**src/rtl/core/sxfr_pkg.sv**
```systemverilog
package sxfr_pkg;

    localparam int BYTE_W      = 8;
    localparam int PAYLOAD_LEN = 6;
    localparam int CNT_W       = 3;
    localparam int CFG_IDX_W   = 1;
    localparam int CFG_DATA_W  = 8;

    localparam logic [CFG_IDX_W-1:0] CFG_SYNC_FIRST  = 1'b0;
    localparam logic [CFG_IDX_W-1:0] CFG_SYNC_SECOND = 1'b1;

    localparam logic [BYTE_W-1:0] SYNC_FIRST_RST  = 8'hAA;
    localparam logic [BYTE_W-1:0] SYNC_SECOND_RST = 8'h55;

    typedef enum logic [1:0] {
        PH_HUNT_FIRST  = 2'd0,
        PH_HUNT_SECOND = 2'd1,
        PH_COLLECT     = 2'd2
    } t_phase;

    typedef struct packed {
        logic [7:0]  object_count;
        logic [15:0] center_x;
        logic [15:0] center_y;
        logic [7:0]  confidence;
    } t_frame;

    typedef struct packed {
        logic   hit;
        t_frame frame;
    } t_parse;

endpackage

```
**src/rtl/core/sxfr_rx_if.sv**
```systemverilog
interface sxfr_rx_if;
    logic       valid;
    logic       ready;
    logic [7:0] rx_byte;

    modport source (output valid, output rx_byte, input ready);
    modport sink (input valid, input rx_byte, output ready);
endinterface

```
**src/rtl/core/sxfr_res_if.sv**
```systemverilog
interface sxfr_res_if;
    logic        valid;
    logic        ready;
    logic [7:0]  object_count;
    logic [15:0] center_x;
    logic [15:0] center_y;
    logic [7:0]  confidence;

    modport source (
        output valid, output object_count, output center_x, output center_y,
        output confidence, input ready
    );
    modport sink (
        input valid, input object_count, input center_x, input center_y,
        input confidence, output ready
    );
endinterface

```
**src/rtl/core/sxfr_parser.sv**
```systemverilog
module sxfr_parser (
    input  logic                      i_clk,
    input  logic                      i_rst_n,
    input  logic                      i_valid,
    input  logic [sxfr_pkg::BYTE_W-1:0] i_byte,
    input  logic [sxfr_pkg::BYTE_W-1:0] i_sync_first,
    input  logic [sxfr_pkg::BYTE_W-1:0] i_sync_second,
    output sxfr_pkg::t_parse          o_parse
);
    import sxfr_pkg::*;

    t_phase             r_phase, n_phase;
    logic [CNT_W-1:0]   r_count, n_count;
    logic [BYTE_W-1:0]  r_parity, n_parity;
    logic [BYTE_W-1:0]  r_store [PAYLOAD_LEN];
    logic               w_store_we;
    logic               w_hit;

    always_ff @(posedge i_clk) begin
        if (!i_rst_n) begin
            r_phase  <= PH_HUNT_FIRST;
            r_count  <= '0;
            r_parity <= '0;
        end else if (i_valid) begin
            r_phase  <= n_phase;
            r_count  <= n_count;
            r_parity <= n_parity;
        end
    end

    // write address is always below six when enabled
    always_ff @(posedge i_clk) begin
        if (i_valid && w_store_we) begin
            r_store[r_count] <= i_byte;
        end
    end

    always_comb begin
        n_phase    = r_phase;
        n_count    = r_count;
        n_parity   = r_parity;
        w_store_we = 1'b0;
        w_hit      = 1'b0;
        case (r_phase)
            PH_HUNT_SECOND: begin
                if (i_byte == i_sync_second) begin
                    n_phase  = PH_COLLECT;
                    n_count  = '0;
                    n_parity = '0;
                end else begin
                    // mismatching byte is dropped, not retried as first sync
                    n_phase = PH_HUNT_FIRST;
                end
            end
            PH_COLLECT: begin
                if (r_count < CNT_W'(PAYLOAD_LEN)) begin
                    w_store_we = 1'b1;
                    n_parity   = r_parity ^ i_byte;
                    n_count    = r_count + 1'b1;
                end else begin
                    // check byte
                    n_phase = PH_HUNT_FIRST;
                    n_count = '0;
                    w_hit   = (r_parity == i_byte);
                end
            end
            default: begin
                n_phase = (i_byte == i_sync_first) ? PH_HUNT_SECOND : PH_HUNT_FIRST;
            end
        endcase
    end

    assign o_parse.hit                = i_valid && w_hit;
    assign o_parse.frame.object_count = r_store[0];
    assign o_parse.frame.center_x     = {r_store[2], r_store[1]};
    assign o_parse.frame.center_y     = {r_store[4], r_store[3]};
    assign o_parse.frame.confidence   = r_store[5];

endmodule

```
**src/rtl/core/sxfr_out_stage.sv**
```systemverilog
module sxfr_out_stage (
    input  logic             i_clk,
    input  logic             i_rst_n,
    input  logic             i_load,
    input  sxfr_pkg::t_parse i_parse,
    input  logic             i_ready,
    output logic             o_valid,
    output sxfr_pkg::t_frame o_frame,
    output logic             o_free
);
    import sxfr_pkg::*;

    logic   r_valid;
    t_frame r_frame;

    always_ff @(posedge i_clk) begin
        if (!i_rst_n) begin
            r_valid <= 1'b0;
        end else if (i_load) begin
            r_valid <= i_parse.hit;
        end else if (i_ready) begin
            r_valid <= 1'b0;
        end
    end

    always_ff @(posedge i_clk) begin
        if (i_load && i_parse.hit) begin
            r_frame <= i_parse.frame;
        end
    end

    // a new item may pass when the register is empty or being drained
    assign o_free  = !r_valid || i_ready;
    assign o_valid = r_valid;
    assign o_frame = r_frame;

endmodule

```
**src/rtl/core/sync_xor_frame_receiver_top.sv**
```systemverilog
// Two-byte sync frame receiver. Received bytes come in on i_rx; the block hunts for the
// first and second sync bytes (registers 0 and 1, reset 0xAA and 0x55), collects six
// payload bytes and a check byte, and on a matching XOR of the payload presents
// object_count, center_x, center_y (little endian) and confidence on o_res. Frames that
// fail the check are dropped without notice. One byte is taken every cycle unless o_res
// stalls; a result is registered as its check byte leaves the input register. Rate is set
// by the single pass through the frame parser between the input register and the result
// register; a stall on o_res holds the input register and so back-pressures i_rx.
module sync_xor_frame_receiver_top (
    input  logic                             i_clk,
    input  logic                             i_rst_n,
    sxfr_rx_if.sink                          i_rx,
    sxfr_res_if.source                       o_res,
    input  logic                             i_cfg_we,
    input  logic [sxfr_pkg::CFG_IDX_W-1:0]   i_cfg_idx,
    input  logic [sxfr_pkg::CFG_DATA_W-1:0]  i_cfg_data
);
    import sxfr_pkg::*;

    logic [BYTE_W-1:0] r_sync_first;
    logic [BYTE_W-1:0] r_sync_second;
    logic              r_in_valid;
    logic [BYTE_W-1:0] r_in_byte;
    logic              w_adv;
    logic              w_out_free;
    logic              w_out_valid;
    t_parse            w_parse;
    t_frame            w_frame;

    always_ff @(posedge i_clk) begin
        if (!i_rst_n) begin
            r_sync_first  <= SYNC_FIRST_RST;
            r_sync_second <= SYNC_SECOND_RST;
        end else if (i_cfg_we) begin
            case (i_cfg_idx)
                CFG_SYNC_FIRST:  r_sync_first  <= i_cfg_data[BYTE_W-1:0];
                CFG_SYNC_SECOND: r_sync_second <= i_cfg_data[BYTE_W-1:0];
                default: ;
            endcase
        end
    end

    assign w_adv      = r_in_valid && w_out_free;
    assign i_rx.ready = !r_in_valid || w_adv;

    always_ff @(posedge i_clk) begin
        if (!i_rst_n) begin
            r_in_valid <= 1'b0;
        end else if (i_rx.ready) begin
            r_in_valid <= i_rx.valid;
        end
    end

    always_ff @(posedge i_clk) begin
        if (i_rx.valid && i_rx.ready) begin
            r_in_byte <= i_rx.rx_byte;
        end
    end

    sxfr_parser u_parser (
        .i_clk         (i_clk),
        .i_rst_n       (i_rst_n),
        .i_valid       (w_adv),
        .i_byte        (r_in_byte),
        .i_sync_first  (r_sync_first),
        .i_sync_second (r_sync_second),
        .o_parse       (w_parse)
    );

    sxfr_out_stage u_out (
        .i_clk   (i_clk),
        .i_rst_n (i_rst_n),
        .i_load  (w_adv),
        .i_parse (w_parse),
        .i_ready (o_res.ready),
        .o_valid (w_out_valid),
        .o_frame (w_frame),
        .o_free  (w_out_free)
    );

    assign o_res.valid        = w_out_valid;
    assign o_res.object_count = w_frame.object_count;
    assign o_res.center_x     = w_frame.center_x;
    assign o_res.center_y     = w_frame.center_y;
    assign o_res.confidence   = w_frame.confidence;

    a_ready_when_empty: assert property (@(posedge i_clk) disable iff (!i_rst_n)
        !w_out_valid |-> i_rx.ready)
        else $error("input stalled while result register empty");

    a_hit_needs_item: assert property (@(posedge i_clk) disable iff (!i_rst_n)
        w_parse.hit |-> r_in_valid && w_out_free)
        else $error("result raised without an item passing");

    a_result_from_pass: assert property (@(posedge i_clk) disable iff (!i_rst_n)
        w_adv && w_parse.hit |=> w_out_valid)
        else $error("checked frame not presented");

endmodule

```
**src/flat_wrapper.sv**
```systemverilog
// flat-port wrapper written by rule: the top's interface ports become plain ports
module sync_xor_frame_receiver_top_flat import sxfr_pkg::*;
  (i_clk, i_rst_n, i_cfg_we, i_cfg_idx, i_cfg_data, i_rx_valid, i_rx_rx_byte, i_rx_ready, o_res_valid, o_res_object_count, o_res_center_x, o_res_center_y, o_res_confidence, o_res_ready);
  sxfr_rx_if i_rx_i ();
  sxfr_res_if o_res_i ();
  input  logic i_clk;
  input  logic i_rst_n;
  input  logic i_cfg_we;
  input  logic [sxfr_pkg::CFG_IDX_W-1:0] i_cfg_idx;
  input  logic [sxfr_pkg::CFG_DATA_W-1:0] i_cfg_data;
  input wire logic [$bits(i_rx_i.valid)-1:0] i_rx_valid;
  input wire logic [$bits(i_rx_i.rx_byte)-1:0] i_rx_rx_byte;
  output wire logic [$bits(i_rx_i.ready)-1:0] i_rx_ready;
  output wire logic [$bits(o_res_i.valid)-1:0] o_res_valid;
  output wire logic [$bits(o_res_i.object_count)-1:0] o_res_object_count;
  output wire logic [$bits(o_res_i.center_x)-1:0] o_res_center_x;
  output wire logic [$bits(o_res_i.center_y)-1:0] o_res_center_y;
  output wire logic [$bits(o_res_i.confidence)-1:0] o_res_confidence;
  input wire logic [$bits(o_res_i.ready)-1:0] o_res_ready;
  assign i_rx_i.valid = i_rx_valid;
  assign i_rx_i.rx_byte = i_rx_rx_byte;
  assign i_rx_ready = i_rx_i.ready;
  assign o_res_valid = o_res_i.valid;
  assign o_res_object_count = o_res_i.object_count;
  assign o_res_center_x = o_res_i.center_x;
  assign o_res_center_y = o_res_i.center_y;
  assign o_res_confidence = o_res_i.confidence;
  assign o_res_i.ready = o_res_ready;
  sync_xor_frame_receiver_top u_core (.i_clk(i_clk), .i_rst_n(i_rst_n), .i_rx(i_rx_i), .o_res(o_res_i), .i_cfg_we(i_cfg_we), .i_cfg_idx(i_cfg_idx), .i_cfg_data(i_cfg_data));
endmodule
```
**config.mk**
```make
export PLATFORM = sky130hd
export DESIGN_NAME = sync_xor_frame_receiver_top_flat
export DESIGN_NICKNAME = d
export VERILOG_FILES = /design/src/rtl/core/sxfr_pkg.sv /design/src/rtl/core/sxfr_rx_if.sv /design/src/rtl/core/sxfr_res_if.sv /design/src/rtl/core/sxfr_parser.sv /design/src/rtl/core/sxfr_out_stage.sv /design/src/rtl/core/sync_xor_frame_receiver_top.sv /design/src/flat_wrapper.sv
export SDC_FILE = /design/constraint.sdc
export NUM_CORES = 1
export LEC_CHECK = 0
export ABC_AREA = 1
export BUFFER_PORTS_ARGS = -buffer_cell sky130_fd_sc_hd__buf_2
export CAP_MARGIN = 10
export CORE_ASPECT_RATIO = 0.6
export CORE_MARGIN = 1
export CORE_UTILIZATION = 50
export DETAILED_ROUTE_END_ITERATION = 8
export PLACE_DENSITY = 0.67
export SETUP_SLACK_MARGIN = 0.05
export SLEW_MARGIN = 20
export SYNTH_ARGS = -nofsm -noshare
export SYNTH_HDL_FRONTEND = slang
export SYNTH_SLANG_ARGS = --single-unit
```
**constraint.sdc**
```tcl
create_clock -name i_clk -period 5.8 [get_ports i_clk]
set_clock_uncertainty 0.2 [all_clocks]
set_input_delay 1.16 -clock i_clk [delete_from_list [all_inputs] [get_ports i_clk]]
set_output_delay 1.16 -clock i_clk [all_outputs]
set_load 0.01 [all_outputs]
```
==> results of run 1 <==
-- cells in the mapped netlist, drive strengths merged (4+ instances only) --
| cell | count | area [sq um] |
|---|---|---|
| a21oi | 4 | 20.0 |
| dfxtp | 31 | 621 |
| edfxtp | 104 | 3120 |
| inv | 40 | 150 |
| nand2 | 73 | 289 |
| nand3 | 10 | 62.6 |
| nand4 | 8 | 50.1 |
| nor2 | 42 | 168 |
| nor3 | 8 | 40.0 |
| o21ai | 10 | 53.8 |
| xnor2 | 12 | 105 |
| xor2 | 8 | 70.1 |
-- critical path, delay by kind of cell --
family	cells	cell delay [ps]
AND/OR/NAND/NOR	5	1380
buffers and inverters	2	800
-- area by class of cell --
cell class	instances	area, sq um	share of cell area [%]
Clock buffer	18	429	7.21
Clock inverter	13	149	2.50
Inverter	41	154	2.58
Multi-Input combinational cell	184	947	15.9
Sequential cell	135	3740	62.9
Tap cell	130	163	2.73
Timing Repair Buffer	73	370	6.22
-- sequential cells by signal (all words and copies together), names as in the netlist, 4 cells and up --
register and cells:
o_res_center_x 16, o_res_confidence 8, u_core.u_parser.r_store 48, u_core.r_sync_second 8, o_res_object_count 8, u_core.r_in_byte 8, u_core.r_sync_first 8, u_core.u_out.o_frame 4
o_res_center_y 12, u_core.u_parser.r_parity 8
-- how the worst max path moves through the flow --
stage / depth (start not counted) / end / start
final: 7 / o_res_object_count[2] / o_res_ready
after global routing: 7 / o_res_center_x[6] / o_res_ready
after CTS: 7 / o_res_object_count[0] / o_res_ready
after detailed placement: 7 / o_res_object_count[5] / o_res_ready
after global placement: 7 / o_res_center_x[7] / o_res_ready
after floorplan: 6 / o_res_center_x[0] / o_res_ready
-- cells by family after synthesis --
family | synth area share (%)
simple gates | 12.8
xor+xnor | 3.59
flops | 76.8
buf+inv | 4.00
compound gates | 2.10
fa+ha+maj | 0.770
-- through the flow --
| step | total power [mW] | worst slack, ps | cells | area (sq um) |
|---|---|---|---|---|
| after floorplan | 1.13 | 2560 | 366 | 4880 |
| after global placement | 1.15 | 1920 | 563 | 5370 |
| after detailed placement | 1.15 | 1810 | 563 | 5370 |
| after CTS | 2.19 | 2250 | 594 | 5950 |
| after global routing | 2.24 | 1970 | 594 | 5960 |
| final | 2.17 | 2230 | 594 | 5960 |
-- power groups by stage --
stage	combinational (mW)	sequential [mW]	clock, mW
2_1_floorplan	0.0469	1.08	0
3_3_place_gp	0.0610	1.09	0
3_5_place_dp	0.0621	1.09	0
4_1_cts	0.0627	1.07	1.06
5_1_grt	0.0714	1.07	1.10
6_report	0.0624	1.07	1.04
-- metal layers --
metal / global-route usage, % / routed length (microns) / share of wire (%)
met5: 0 / 0 / 0
met2: 26.5 / 3830 / 44
met3: 5.66 / 402 / 4.6
met1: 27.6 / 4430 / 50
met4: 8.72 / 138 / 1.6
==> results.sh, run 1 <==
export IMPL_grt_pass1_wl_mm=13.8
export IMPL_postCtsSetupBuffers=0
export IMPL_cp_cell_sequence="buf_2 -> nor2_1 -> nor2_1 -> nand2_1 -> nor3_1 -> nand3_1 -> inv_2"
export IMPL_dieArea_sq_um=10200
export IMPL_cpPeakStageDelay_ps=730
export IMPL_critPathMaxFanout=49
export IMPL_p_per_area_nw_per_um2=364
export IMPL_clock_fmax_mhz=280
export IMPL_cts_buffers=17
export IMPL_firstDrtPassIters=4
export IMPL_antenna_cells=0
export IMPL_crit_top_cell="nor2_1"
export IMPL_drt_vias_per_instance=4.83
export IMPL_synth_edf_count=104
export IMPL_wl_per_cell_microns=14.8
export IMPL_r2r_start="u_core.u_out.o_valid"
export IMPL_drv_slew=0
export IMPL_hold_depth=0
export IMPL_min_path_type="register to register"
export IMPL_clkSinkCount=135
export IMPL_start_util_pct=52.3
export IMPL_die_x_microns=129
export IMPL_r2r_slack_ps=2710
export IMPL_grt_pass1_vias=2670
export IMPL_dpl_hpwl_mm=5.56
export IMPL_ios=72
export IMPL_fin_crit_ps=3570
export IMPL_place_gp_congestion=0.806
export IMPL_max_clock_path_buffers=2
export IMPL_synth_seq_cells=135
export IMPL_clkLatencyLatePin_ps=410
export IMPL_max_slew_margin_rel_pct=30.4
export IMPL_synth_area_per_cell_sq_um=13.3
export IMPL_ys_warn_count=0
export IMPL_grt_max_degree=50
export IMPL_fillCellCount=732
export IMPL_clkPwrFrac_pct=47.9
export IMPL_syn_area_sq_um=4880
export IMPL_hold_viol=0
export IMPL_reg2reg_to="o_res_object_count[2]"
export IMPL_status="finished clean"
export IMPL_required_ps=5630
export IMPL_io_buffers=71
export IMPL_die_h_microns=78.5
export IMPL_arrival_ps=3390
export IMPL_vias=2868
export IMPL_postLayoutCoreUtil_pct=63.9
export IMPL_rows=27
export IMPL_clock_root_buffer="clkbuf_16"
export IMPL_power_switching_uw=458
export IMPL_num_nets_final=477
export IMPL_antenna_found_initial=0
export IMPL_hold_path_startpoint="u_core.u_parser.r_store[0][1]"
export IMPL_seqPwrFrac_pct=49.3
export IMPL_final_common_cell="edfxtp_1"
export IMPL_max_cap_violations=0
export IMPL_start_kind="primary input"
export IMPL_cts_resized=0
export IMPL_synth_nets=391
export IMPL_grtUsageTotal_pct=19.1
export IMPL_async_flop_share_pct=0
export IMPL_min_to="o_res_object_count[1]"
export IMPL_path_clk_slew_ps=60
export IMPL_r2r_cells=7
export IMPL_fin_tns_setup_ps=0
export IMPL_htree_num_levels=4
export IMPL_drtIter0Drc=174
export IMPL_ys_seq_area_share_pct=76.8
export IMPL_cp_slowest_cell="inv_2"
export IMPL_crit_type="primary input to register"
export IMPL_ant_nets=0
export IMPL_final_cell_mix="edfxtp_1, buf_2, nand2_1, nor2_1, inv_1"
export IMPL_hold_ws_ps=215
export IMPL_end_kind="register"
export IMPL_drcViolationCount=0
export IMPL_p_leak_nw=2.33
export IMPL_area_growth_pct=22.1
export IMPL_period_share_pct=61.5
export IMPL_core_area_sq_um=9320
export IMPL_cts_tree="yes"
export IMPL_synth_cells=366
export IMPL_p_int_mw=1.71
export IMPL_peakVddDrop_mv=0.209
export IMPL_setup_viol=0
export IMPL_tightest_slew_ps=1040
export IMPL_synth_cell_types=29
export IMPL_yosys_most_used_dff="edfxtp_1"
export IMPL_rsz0062_at_grt="false"
export IMPL_swShare_pct=21.1
export IMPL_hold_buffers=0
export IMPL_grt_overflow_total=0
export IMPL_drive_gt1_share_pct=25.6
export IMPL_p_comb_share_pct=2.9
export IMPL_drt_wl_total_mm=8.80
No activity file was read; power rests on OpenSTA's default activity.
==> run 2, diff against run 1 <==
--- a/config.mk
+++ b/config.mk
@@ -12,7 +12,7 @@
 export CORE_MARGIN = 1
 export CORE_UTILIZATION = 50
 export DETAILED_ROUTE_END_ITERATION = 8
-export PLACE_DENSITY = 0.67
+export PLACE_DENSITY = 0.7
 export SETUP_SLACK_MARGIN = 0.05
 export SLEW_MARGIN = 20
 export SYNTH_ARGS = -nofsm -noshare
==> constraint.sdc (replaced) <==
create_clock -name i_clk -period 2.95 [get_ports i_clk]
set_clock_uncertainty 0.2 [all_clocks]
set_input_delay 0.59 -clock i_clk [delete_from_list [all_inputs] [get_ports i_clk]]
set_output_delay 0.59 -clock i_clk [all_outputs]
set_load 0.01 [all_outputs]
==> run 2 against run 1 <==
Setup slack lost 1400 ps. Combinational power grew 100%. Sequential share of layout area fell by 0.37 points. Critical path depth is 2 lower. Largest power group unchanged. Flip-flop and latch count unchanged. Via count is 0.70% lower. Clock power up 90%. Largest cell class unchanged. Design area increased by 0.59%. Global-route usage rose by 0.058 points. Cell count grew 1.0%. First-iteration DRC count grew 20%. Count of clock-buffer cells in the layout fell by 1.
==> results.sh, run 2 (synthesis results as in run 1) <==
export IMPL_path_clk_slew_ps=60
export IMPL_drive_gt1_share_pct=26.0
export IMPL_start_util_pct=52.3
export IMPL_p_per_area_nw_per_um2=702
export IMPL_min_path_type="primary input to register"
export IMPL_p_comb_share_pct=3.0
export IMPL_start_kind="register"
export IMPL_min_to="u_core.r_in_byte[2]"
export IMPL_grt_pass1_vias=2728
export IMPL_seqPwrFrac_pct=49.9
export IMPL_dpl_hpwl_mm=5.60
export IMPL_peakVddDrop_mv=0.470
export IMPL_wl_per_cell_microns=14.3
export IMPL_max_slew_margin_rel_pct=65.5
export IMPL_rsz0062_at_grt="false"
export IMPL_path_buf_inv=2
export IMPL_clock_fmax_mhz=468
export IMPL_critPathMaxFanout=49
export IMPL_clkSinkCount=135
export IMPL_cts_buffers=17
export IMPL_cts_resized=0
export IMPL_max_cap_violations=0
export IMPL_power_switching_uw=861
export IMPL_io_buffers=71
export IMPL_antenna_found_initial=0
export IMPL_required_ps=2840
export IMPL_grtUsageTotal_pct=19.2
export IMPL_setup_viol=0
export IMPL_arrival_ps=2020
export IMPL_drt_wl_total_mm=8.59
export IMPL_cts_tree="yes"
export IMPL_stdcell_count=600
export IMPL_drt_vias_per_instance=4.75
export IMPL_place_gp_congestion=0.806
export IMPL_area_growth_pct=22.9
export IMPL_final_cell_mix="edfxtp_1, buf_2, nand2_1, nor2_1, inv_1"
export IMPL_final_common_cell="edfxtp_1"
export IMPL_postCtsSetupBuffers=0
export IMPL_rows=27
export IMPL_core_area_sq_um=9320
export IMPL_drv_slew=0
export IMPL_hold_path_startpoint="i_rx_rx_byte[2]"
export IMPL_dp_cells=570
export IMPL_num_nets_final=484
export IMPL_reg2reg_to="o_res_object_count[3]"
export IMPL_hold_depth=1
export IMPL_tightest_slew_ps=518
export IMPL_htree_num_levels=4
export IMPL_p_leak_nw=2.36
export IMPL_grt_overflow_total=0
export IMPL_clkPwrFrac_pct=47.0
export IMPL_fin_tns_setup_ps=0
export IMPL_die_x_microns=129
export IMPL_firstDrtPassIters=5
export IMPL_drcViolationCount=0
export IMPL_largest_reg_flops=48
export IMPL_r2r_slack_ps=820
export IMPL_cp_cell_sequence="xor2_1 -> nor3_1 -> nand3_1 -> inv_2 -> buf_12"
export IMPL_p_int_mw=3.34
export IMPL_ant_nets=0
export IMPL_cp_slowest_cell="edfxtp_1"
export IMPL_largest_register="u_core.u_parser.r_store"
export IMPL_vias=2848
export IMPL_fin_crit_ps=2130
export IMPL_hold_viol=0
export IMPL_finalPower_mw=4.20
export IMPL_drtIter0Drc=209
export IMPL_dieArea_sq_um=10200
export IMPL_worst_path_dominant_cell_family="flip-flops"
export IMPL_max_clock_path_buffers=2
export IMPL_clkLatencyLatePin_ps=410
export IMPL_die_h_microns=78.5
export IMPL_antenna_cells=0
export IMPL_end_kind="register"
export IMPL_crit_type="register to register"
export IMPL_swShare_pct=20.5
export IMPL_hold_buffers=0
export IMPL_r2r_cells=5
export IMPL_grt_pass1_wl_mm=13.8
export IMPL_grt_max_degree=50
export IMPL_status="finished clean"
export IMPL_clock_root_buffer="clkbuf_16"
export IMPL_finalInstanceArea_sq_um=5990
export IMPL_cpPeakStageDelay_ps=600
export IMPL_r2r_start="u_core.r_in_byte[7]"
export IMPL_ios=72
export IMPL_period_share_pct=72.4
export IMPL_place_area_sq_um=5430
-- run 2: stage by stage --
stage	setup slack (ps)	utilization (%)	hold WS, ps
6_report	815	64.3	154
5_1_grt	632	64.3	134
4_1_cts	801	64.3	136
3_5_place_dp	692	58.3	205
3_3_place_gp	720	58.3	204
2_1_floorplan	262	-	200
-- run 2: area by class of cell --
class | instances | area (sq um)
Clock buffer | 17 | 425
Multi-Input combinational cell | 184 | 937
Timing Repair Buffer | 80 | 435
Clock inverter | 13 | 133
Fill cell | 714 | 3330
Tap cell | 130 | 163
Inverter | 41 | 154
Sequential cell | 135 | 3740
-- run 2: worst register-to-register path, delay by kind of cell (launching register included) --
kind | cells | cell delay (ps)
XOR/XNOR | 1 | 250
buffers and inverters | 2 | 330
flip-flops | 1 | 600
AND/OR/NAND/NOR | 2 | 410
-- run 2: how the worst max path moves through the flow --
stage / from / to / depth (start not counted)
2_1_floorplan: u_core.u_parser.r_phase[0] / o_res_center_x[0] / 7
4_1_cts: u_core.r_in_byte[7] / o_res_confidence[2] / 5
6_report: u_core.r_in_byte[7] / o_res_object_count[3] / 5
3_3_place_gp: o_res_ready / o_res_center_x[7] / 8
3_5_place_dp: o_res_ready / o_res_object_count[4] / 8
5_1_grt: u_core.u_parser.r_phase[0] / o_res_object_count[3] / 7
-- run 2: layer usage --
metal  wire length, microns  track usage, %  up-vias
li1                       -               -     1427
met1                   4130            26.0     1298
met2                   3720            28.4      107
met3                    633            6.68       16
met4                    106            7.33        0
met5                      0               0        -
-- run 2: power by group through the flow --
stage / sequential, mW / combinational (mW) / clock, mW
2_1_floorplan: 2.12 / 0.0922 / 0
3_3_place_gp: 2.14 / 0.122 / 0
3_5_place_dp: 2.14 / 0.126 / 0
4_1_cts: 2.10 / 0.127 / 2.01
5_1_grt: 2.10 / 0.145 / 2.10
6_report: 2.10 / 0.127 / 1.98
